### src/rtl/core/dpd_pkg.sv
// ----------------------------------------------------------------------------
// dpd_pkg
// Types, character codes and the hex decoder for the debug packet deframer.
// ----------------------------------------------------------------------------
package dpd_pkg;

  localparam logic [7:0] CH_START = 8'h24;  // '$'
  localparam logic [7:0] CH_END   = 8'h23;  // '#'
  localparam logic [7:0] CH_ACK   = 8'h2B;  // '+'
  localparam logic [7:0] CH_INTR  = 8'h03;

  typedef enum logic [1:0] {
    PH_IDLE = 2'd0,
    PH_BODY = 2'd1,
    PH_SUM1 = 2'd2,
    PH_SUM2 = 2'd3
  } phase_e;

  typedef enum logic [2:0] {
    KIND_NONE    = 3'd0,
    KIND_PAYLOAD = 3'd1,
    KIND_GOOD    = 3'd2,
    KIND_BADSUM  = 3'd3,
    KIND_INTR    = 3'd4,
    KIND_FRAMING = 3'd5
  } kind_e;

  typedef struct packed {
    phase_e      phase;
    logic [7:0]  sum;
    logic [3:0]  hi_nib;
  } dpd_state_t;

  // ASCII hex digit to nibble; anything else reads as zero.
  function automatic logic [3:0] hex_nibble(input logic [7:0] c);
    logic [3:0] n;
    n = 4'd0;
    if (c >= 8'h30 && c <= 8'h39) begin
      n = c[3:0];
    end else if ((c >= 8'h61 && c <= 8'h66) || (c >= 8'h41 && c <= 8'h46)) begin
      n = c[3:0] + 4'd9;
    end
    return n;
  endfunction

endpackage

### src/rtl/core/debug_packet_deframer_unit.sv
// ----------------------------------------------------------------------------
// debug_packet_deframer_unit
// Byte-serial receiver for '$' payload '#' hh debug-stream packets.
// ----------------------------------------------------------------------------
// Every accepted byte yields exactly one result beat via the input and result
// registers: kind 0 (nothing), 1 (payload byte), 2 (packet good), 3 (checksum
// mismatch), 4 (interrupt, byte 0x03 between packets) or 5 (framing error,
// stray byte between packets). Throughput is one byte per cycle while the
// output is not stalled; it is set by the update of the framing state (phase,
// 8-bit running sum, first checksum nibble) as a byte moves from the input
// register to the result register. A stall on the output backs up through
// both registers, so up to two beats are held inside when in_stall_o rises.
// Checksum chars that are not hex decode as zero; both letter cases count.
// ----------------------------------------------------------------------------
module debug_packet_deframer_unit import dpd_pkg::*; (
  input  logic        clk_i,
  input  logic        rst_ni,
  // input channel
  input  logic        in_valid_i,
  output logic        in_stall_o,
  input  logic [7:0]  rx_byte_i,
  // result channel
  output logic        out_valid_o,
  input  logic        out_stall_i,
  output logic [2:0]  kind_o,
  output logic [7:0]  data_byte_o
);

  // input register
  logic        in_vld_q;
  logic [7:0]  in_byte_q;

  // framing state
  dpd_state_t  st_q, st_d;

  // result register
  logic        out_vld_q;
  kind_e       kind_q, kind_d;
  logic [7:0]  data_q, data_d;

  logic        out_free;   // result register can take a beat this cycle
  logic        adv;        // input register moves on into the result register
  logic        in_acc;

  assign out_free   = !out_vld_q || !out_stall_i;
  assign adv        = in_vld_q && out_free;
  assign in_stall_o = in_vld_q && !out_free;
  assign in_acc     = in_valid_i && !in_stall_o;

  dpd_step u_step (
    .st_i     (st_q),
    .byte_i   (in_byte_q),
    .st_nxt_o (st_d),
    .kind_o   (kind_d),
    .data_o   (data_d)
  );

  // input register: refilled on accept, drained on advance
  always_ff @(posedge clk_i or negedge rst_ni) begin
    if (!rst_ni) begin
      in_vld_q <= 1'b0;
    end else if (in_acc) begin
      in_vld_q <= 1'b1;
    end else if (adv) begin
      in_vld_q <= 1'b0;
    end
  end

  always_ff @(posedge clk_i) begin
    if (in_acc) begin
      in_byte_q <= rx_byte_i;
    end
  end

  // framing state only moves when a byte is actually processed
  always_ff @(posedge clk_i or negedge rst_ni) begin
    if (!rst_ni) begin
      st_q <= '{phase: PH_IDLE, sum: 8'h00, hi_nib: 4'h0};
    end else if (adv) begin
      st_q <= st_d;
    end
  end

  // result register
  always_ff @(posedge clk_i or negedge rst_ni) begin
    if (!rst_ni) begin
      out_vld_q <= 1'b0;
    end else if (adv) begin
      out_vld_q <= 1'b1;
    end else if (!out_stall_i) begin
      out_vld_q <= 1'b0;
    end
  end

  always_ff @(posedge clk_i) begin
    if (adv) begin
      kind_q <= kind_d;
      data_q <= data_d;
    end
  end

  assign out_valid_o = out_vld_q;
  assign kind_o      = kind_q;
  assign data_byte_o = data_q;

endmodule

### src/rtl/core/dpd_step.sv
// ----------------------------------------------------------------------------
// dpd_step
// Per-byte framing logic: next deframer state and the result for one beat.
// ----------------------------------------------------------------------------
module dpd_step import dpd_pkg::*; (
  input  dpd_state_t  st_i,
  input  logic [7:0]  byte_i,
  output dpd_state_t  st_nxt_o,
  output kind_e       kind_o,
  output logic [7:0]  data_o
);

  logic [7:0] rx_sum;

  assign rx_sum = {st_i.hi_nib, hex_nibble(byte_i)};

  always_comb begin
    st_nxt_o = st_i;
    kind_o   = KIND_NONE;
    data_o   = 8'h00;
    case (st_i.phase)
      PH_IDLE: begin
        if (byte_i == CH_ACK) begin
          kind_o = KIND_NONE;
        end else if (byte_i == CH_INTR) begin
          kind_o = KIND_INTR;
        end else if (byte_i == CH_START) begin
          st_nxt_o.sum   = 8'h00;
          st_nxt_o.phase = PH_BODY;
        end else begin
          kind_o = KIND_FRAMING;
        end
      end
      PH_BODY: begin
        if (byte_i == CH_END) begin
          st_nxt_o.phase = PH_SUM1;
        end else begin
          st_nxt_o.sum = st_i.sum + byte_i;
          kind_o       = KIND_PAYLOAD;
          data_o       = byte_i;
        end
      end
      PH_SUM1: begin
        st_nxt_o.hi_nib = hex_nibble(byte_i);
        st_nxt_o.phase  = PH_SUM2;
      end
      PH_SUM2: begin
        kind_o         = (rx_sum == st_i.sum) ? KIND_GOOD : KIND_BADSUM;
        data_o         = st_i.sum;
        st_nxt_o.phase = PH_IDLE;
      end
      default: begin
        st_nxt_o.phase = PH_IDLE;
      end
    endcase
  end

endmodule

### config.mk
export PLATFORM = sky130hd
export DESIGN_NAME = debug_packet_deframer_unit
export DESIGN_NICKNAME = d
export VERILOG_FILES = /design/src/rtl/core/dpd_pkg.sv /design/src/rtl/core/debug_packet_deframer_unit.sv /design/src/rtl/core/dpd_step.sv
export SDC_FILE = /design/constraint.sdc
export NUM_CORES = 1
export LEC_CHECK = 0
export ABC_AREA = 1
export BUFFER_PORTS_ARGS = -buffer_cell sky130_fd_sc_hd__buf_2
export CORE_ASPECT_RATIO = 0.75
export CORE_MARGIN = 2
export CORE_UTILIZATION = 58
export CTS_CLUSTER_SIZE = 25
export DETAILED_ROUTE_END_ITERATION = 8
export PLACE_DENSITY = 0.77
export SLEW_MARGIN = 20
export SYNTH_ARGS = -nofsm -noshare
export SYNTH_HDL_FRONTEND = slang
export SYNTH_SLANG_ARGS = --single-unit
### constraint.sdc
create_clock -name clk_i -period 2.3 [get_ports clk_i]
set_input_delay 0.46 -clock clk_i [delete_from_list [all_inputs] [get_ports clk_i]]
set_output_delay 0.46 -clock clk_i [all_outputs]
set_load 0.01 [all_outputs]
# Word level (Yosys, flattened, before mapping)
# Index checks and enable logic that the tools add are counted.
# totals
wordCells	69
inputBits	12
reg_bits	35
romBits	0
latch_bits	0
n_memories	0
ram_bits	0
out_inout_bits	13
# classes
shifts	0
n_bitwise	0
mux	21
n_lt_le_gt_ge	6
addsub	2
reduce_logical	18
div	0
eq_ne	14
n_mul	0
# op_table
cell	count
case mux 8 bit (2 select lines)	2
2-to-1 mux 10 bit	3
equality test 8 x 6 -> 1 bit, second input constant	3
greater-or-equal comparator 8 x 7 -> 1 bit, second input constant	2
less-or-equal comparator 8 x 7 -> 1 bit, second input constant	2
2-to-1 mux 8 bit	2
2-to-1 mux 3 bit	3
case mux 3 bit (3 select lines)	1
adder 8 bit	1
equality test 8 x 2 -> 1 bit, second input constant	1
equality test 8 bit	1
greater-or-equal comparator 8 x 6 -> 1 bit, second input constant	1
less-or-equal comparator 8 x 6 -> 1 bit, second input constant	1
2-to-1 mux 4 bit	2
case mux 2 bit (4 select lines)	1
logical AND 1 bit	6
2-to-1 mux 1 bit	6
!= test 2 x 1 -> 1 bit, second input constant	3
!= test 2 bit, second input constant	3
AND reduction 6 bit	1
AND reduction 5 bit	1
adder 4 bit, second input constant	1
equality test 2 bit, second input constant	2
zero test 1 bit	4
other kinds (6)	8

# Depth between registers and ports, before layout
# logic_depth
depth_word	8
depth_mapped	15
mapped_depth_nobuf	15

# By module
# From an unflattened synthesis, not the netlist that was laid out.
# hier_totals
cells_unflattened	261
hier_area_um2	2285.9
# modules_own_cells
mod	seq_area_each_um2	area_per_inst_um2	cells_per_inst	n_inst
debug_packet_deframer_unit	970.9	1295.0	90	1
dpd_step	0.0	991.0	171	1

# Worst setup path after synthesis
# No wires, ideal clock.
# synth_timing
kind	input to register
start	input port out_stall_i
end	register st_q[2] (netlist bit)
setup_ns	0.125
arrival_time_ns	1.888
path_stages	6
required_ns	2.175
path_buffers	0
setup_slack_ns	0.288
cell_sequence	nand2_1 inv_1 nor2_1 inv_1 nor2_1 mux2_2
# synth_via
elab_chain_cells	4
# synth_lines
element	line	text
start, declared	debug_packet_deframer_unit.sv:24	input logic out_stall_i,
zero test 1 bit	--	
logical OR 1 bit	debug_packet_deframer_unit.sv:45	assign out_free = !out_vld_q || !out_stall_i;
logical AND 1 bit	debug_packet_deframer_unit.sv:46	assign adv = in_vld_q && out_free;
via adv	debug_packet_deframer_unit.sv:42	logic adv;
AND reduction 2 bit (no source line)	--	
end signal, assigned	debug_packet_deframer_unit.sv:78	st_q <= '{phase: PH_IDLE, sum: 8'h00, hi_nib: 4'h0};
end signal, assigned	debug_packet_deframer_unit.sv:80	st_q <= st_d;
end, declared	debug_packet_deframer_unit.sv:34	dpd_state_t st_q, st_d;
# The timed path passes the listed nets, and every way through them passes these cells.
# A chain may end at the register's enable or synchronous reset.

# Worst setup path after layout
# layout_timing
start	register in_byte_q[0]
end	register st_q[10] (netlist bit)
# layout_via
elab_chain_cells	3
word_cells_on_any_way	12
classes_between	1 x add/sub; 8 x eq/ne; 2 x mux; 1 x reduce/logical
# layout_lines
element	line	text
start, declared	debug_packet_deframer_unit.sv:31	logic [7:0] in_byte_q;
start signal, assigned	debug_packet_deframer_unit.sv:71	in_byte_q <= rx_byte_i;
adder 8 bit, or another cell as far along	dpd_step.sv:38	st_nxt_o.sum = st_i.sum + byte_i;
2-to-1 mux 8 bit, or another cell as far along	dpd_step.sv:35	if (byte_i == CH_END) begin
case mux 8 bit (2 select lines) / AND reduction 6 bit (equally long branches)	--	
# Parallel ways exist; a longest one is shown, timed or not. The select of a mux whose other input is x is not followed.

==> results_dict.tcl <==
set metrics [dict create \
    slew_violations 0 \
    place.detailed.hpwl_um 3350 \
    power.density_cell_area_nw_per_um2 982 \
    clockBufferDepth 2 \
    num_vias 1761 \
    filler_cell_count 260 \
    routabilityCongestion 0.965 \
    post-route-cell-area_um2 2400 \
    cp.required_ns 2.47 \
    final.hold.worst_slack_ns 0.0912 \
    grt_overflow 0 \
    final.period_utilization_pct 95.0 \
    floorplan.io_pins 25 \
    dpl.cell_count 312 \
    clk_transition_reported_paths_ns 0.07 \
    cts_max_level 2 \
    most-common-layout-cells "sky130_fd_sc_hd__nand2_1, sky130_fd_sc_hd__inv_1, sky130_fd_sc_hd__buf_2, sky130_fd_sc_hd__nor2_1, sky130_fd_sc_hd__edfxtp_1" \
    floorplan.initialDensity_pct 62.1 \
    final-setup-viol-count 0 \
    syn_nets 273 \
    internal_power_mw 1.46 \
    drive_above_1_share_pct 16.7 \
    path_max_fanout 5 \
    grt_antenna_before_repair 0 \
    yosys_register_bits 35 \
    area_leader_netlist "sky130_fd_sc_hd__edfxtp_1" \
    grt_setup_unrepaired "yes" \
    viasPerCell 5.47 \
    core_area_um2 3380 \
    port_buffers 24 \
    end_kind "flop" \
    timing_hold_violations_final 0 \
    routed_wire_length_per_instance_um 13.8 \
    mapped_area_um2 2100 \
    tritoncts "done" \
    syn_inst 245 \
    synthTopCellsByArea "sky130_fd_sc_hd__edfxtp_1, sky130_fd_sc_hd__dfrtp_1, sky130_fd_sc_hd__nand2_1" \
    power.static_leakage_nw 1.18 \
    startpoint_type "flop" \
    outcome "completed" \
    cp.arrival_ns 2.36 \
    first_pass_grt_wire_length_um 7270 \
    post-route-drc-count 0 \
    fin_cells 322 \
    power_frac_clock_pct 19.2 \
    period_minus_slack_ns 2.19 \
    finalNetCount 309 \
    die-area_um2 4120 \
    syn_avg_cell_area_um2 8.56 \
    number_of_antenna_diodes 0 \
    grt_start_max_net_pins 17 \
    cts_hold_buffers 0 \
    hold_path.class "in2async" \
    power.switching_fraction_pct 38.1 \
    synth.yosys.seq_area_share_pct 46.3 \
    floorplan.die.height_um 56.1 \
    die_width_um 73.5 \
    postRouteWirelength_um 4440 \
    drt_iter0_markers 245 \
    detail-route-antenna-nets 0 \
    cts_buffers 5 \
    drt-pass1-iter-count 4 \
    synth_top_area_share_pct 27.2 \
    mostFrequentLayoutCell "sky130_fd_sc_hd__nand2_1" \
    grt_use_total_pct 23.9 \
    peak_clock_frequency_supported_by_timing_ghz 0.458 \
    area.growth.synth_to_final_pct 14.3 \
    synth.distinct_cells 27 \
    combinationalPowerShare_pct 39.0 \
    yosysWarnings 0 \
    share_seq_of_total_power_pct 41.8 \
    slew_headroom_pct 72.4 \
    cts_root_buf "sky130_fd_sc_hd__clkbuf_8" \
    transition_at_the_pin_with_the_smallest_max_transition_slack_ns 0.414 \
    via_count_of_the_first_global_routing_pass 1506 \
    max-vdd-ir-drop_uv 712 \
    worstSetupPathType "reg2reg" \
    clock_insertion_delay_worst_skew_ns 0.29 \
    cts_sinks 35 \
    num_rows 18 \
    skew_ns 0.00499 \
    detailed_place.area_um2 2290 \
    switchingPower_mw 0.899 \
    cap_viol_max_count 0 \
]
## synth_stat cells (all sizes together)
library cell,number
nand2,64
inv,37
nor2,23
edfxtp,19
nand3,19
dfrtp,16
ha,15
o21ai,15
a21oi,8
o22ai,7
xor2,6
nand4,4
nor3,3
o21a,3
fa,1
mux2,1
nand3b,1
nor4,1
o21bai,1
xnor2,1
## state kept, by name (all words and copies together) (netlist names)
signal       flops
data_byte_o      8
kind_o           3
st_q            14
in_byte_q        8
out_valid_o      1
in_vld_q         1
## power groups by stage
stage	sequential, mW	combinational [mW]	clock (mW)
after floorplan	0.997	0.643	0
after global placement	0.995	0.882	0
after detailed placement	0.997	0.894	0
after CTS	0.984	0.907	0.457
after global routing	1.01	1.05	0.478
final	0.984	0.919	0.453
## layer usage
metal	routed length [um]	up-vias	track usage, %
li1	-	885	-
met5	0	-	0
met1	2010	793	34.9
met3	419	8	6.52
met2	1940	75	34.1
met4	69	0	7.79
## what timing repair did
item                                    in CTS  in global routing
resized for setup                            0                  1
endpoints found under the setup margin       0                  1
buffers inserted                             0                  2
## kinds of logic after synthesis
kind of cell / after synthesis / share of synthesized area, %
AO/OA/AOI/OAI: 34 / 9.18
XOR/XNOR: 7 / 2.92
adder cells (fa/ha/maj): 16 / 9.90
buffers and inverters: 37 / 6.62
flip-flops: 35 / 46.3
multiplexers: 1 / 0.537
AND/OR/NAND/NOR: 115 / 24.6
## worst paths after layout
check | from | to | slack [ns] | cells after the start
setup / recovery | in_byte_q[0]$_DFFE_PP_ | st_q[10]$_DFFE_PN0P_ | 0.11 | 11
hold / removal | rst_ni | st_q[7]$_DFFE_PN0P_ | 0.09 | 1
setup reg to reg | in_byte_q[0]$_DFFE_PP_ | st_q[10]$_DFFE_PN0P_ | 0.11 | 11
hold reg to reg | in_vld_q$_DFFE_PN0P_ | out_valid_o$_DFFE_PN0P_ | 0.48 | 2
max in group asynchronous | rst_ni | st_q[12]$_DFFE_PN0P_ | 1.91 | 1
min in group clk_i | rx_byte_i[7] | in_byte_q[7]$_DFFE_PP_ | 0.34 | 1
## through the flow
| stage | TNS, ns | util (%) | worst slack, ns | power (mW) |
|---|---|---|---|---|
| floorplan | 0 | - | 0.288 | 1.64 |
| global placement | 0 | 67.8 | 0.196 | 1.88 |
| detailed placement | 0 | 67.8 | 0.185 | 1.89 |
| CTS | 0 | 70.5 | 0.172 | 2.35 |
| global route | -0.00429 | 71.0 | -0.00429 | 2.54 |
| finish | 0 | 71.0 | 0.115 | 2.36 |
## worst max-delay path: stages, from the launching register on
cell,delay [ns]
sky130_fd_sc_hd__edfxtp_1,0.45
sky130_fd_sc_hd__buf_4,0.17
sky130_fd_sc_hd__ha_1,0.22
sky130_fd_sc_hd__fa_2,0.37
sky130_fd_sc_hd__a21oi_1,0.16
sky130_fd_sc_hd__o21ai_0,0.13
sky130_fd_sc_hd__nand2_1,0.10
sky130_fd_sc_hd__nand2_1,0.06
sky130_fd_sc_hd__a21oi_1,0.17
sky130_fd_sc_hd__a21oi_1,0.08
sky130_fd_sc_hd__o21ai_0,0.06
sky130_fd_sc_hd__o21ai_0,0.10
## layout make-up
cell class | instances | area [um2] | area share (%)
multi-input combinational | 173 | 991 | 41.3
sequential | 35 | 971 | 40.5
timing repair buffer | 29 | 158 | 6.57
inverter | 37 | 139 | 5.79
clock buffer | 7 | 86.3 | 3.60
tap | 40 | 50.0 | 2.09
clock inverter | 1 | 3.75 | 0.156
(Power assumes the default switching activity.)
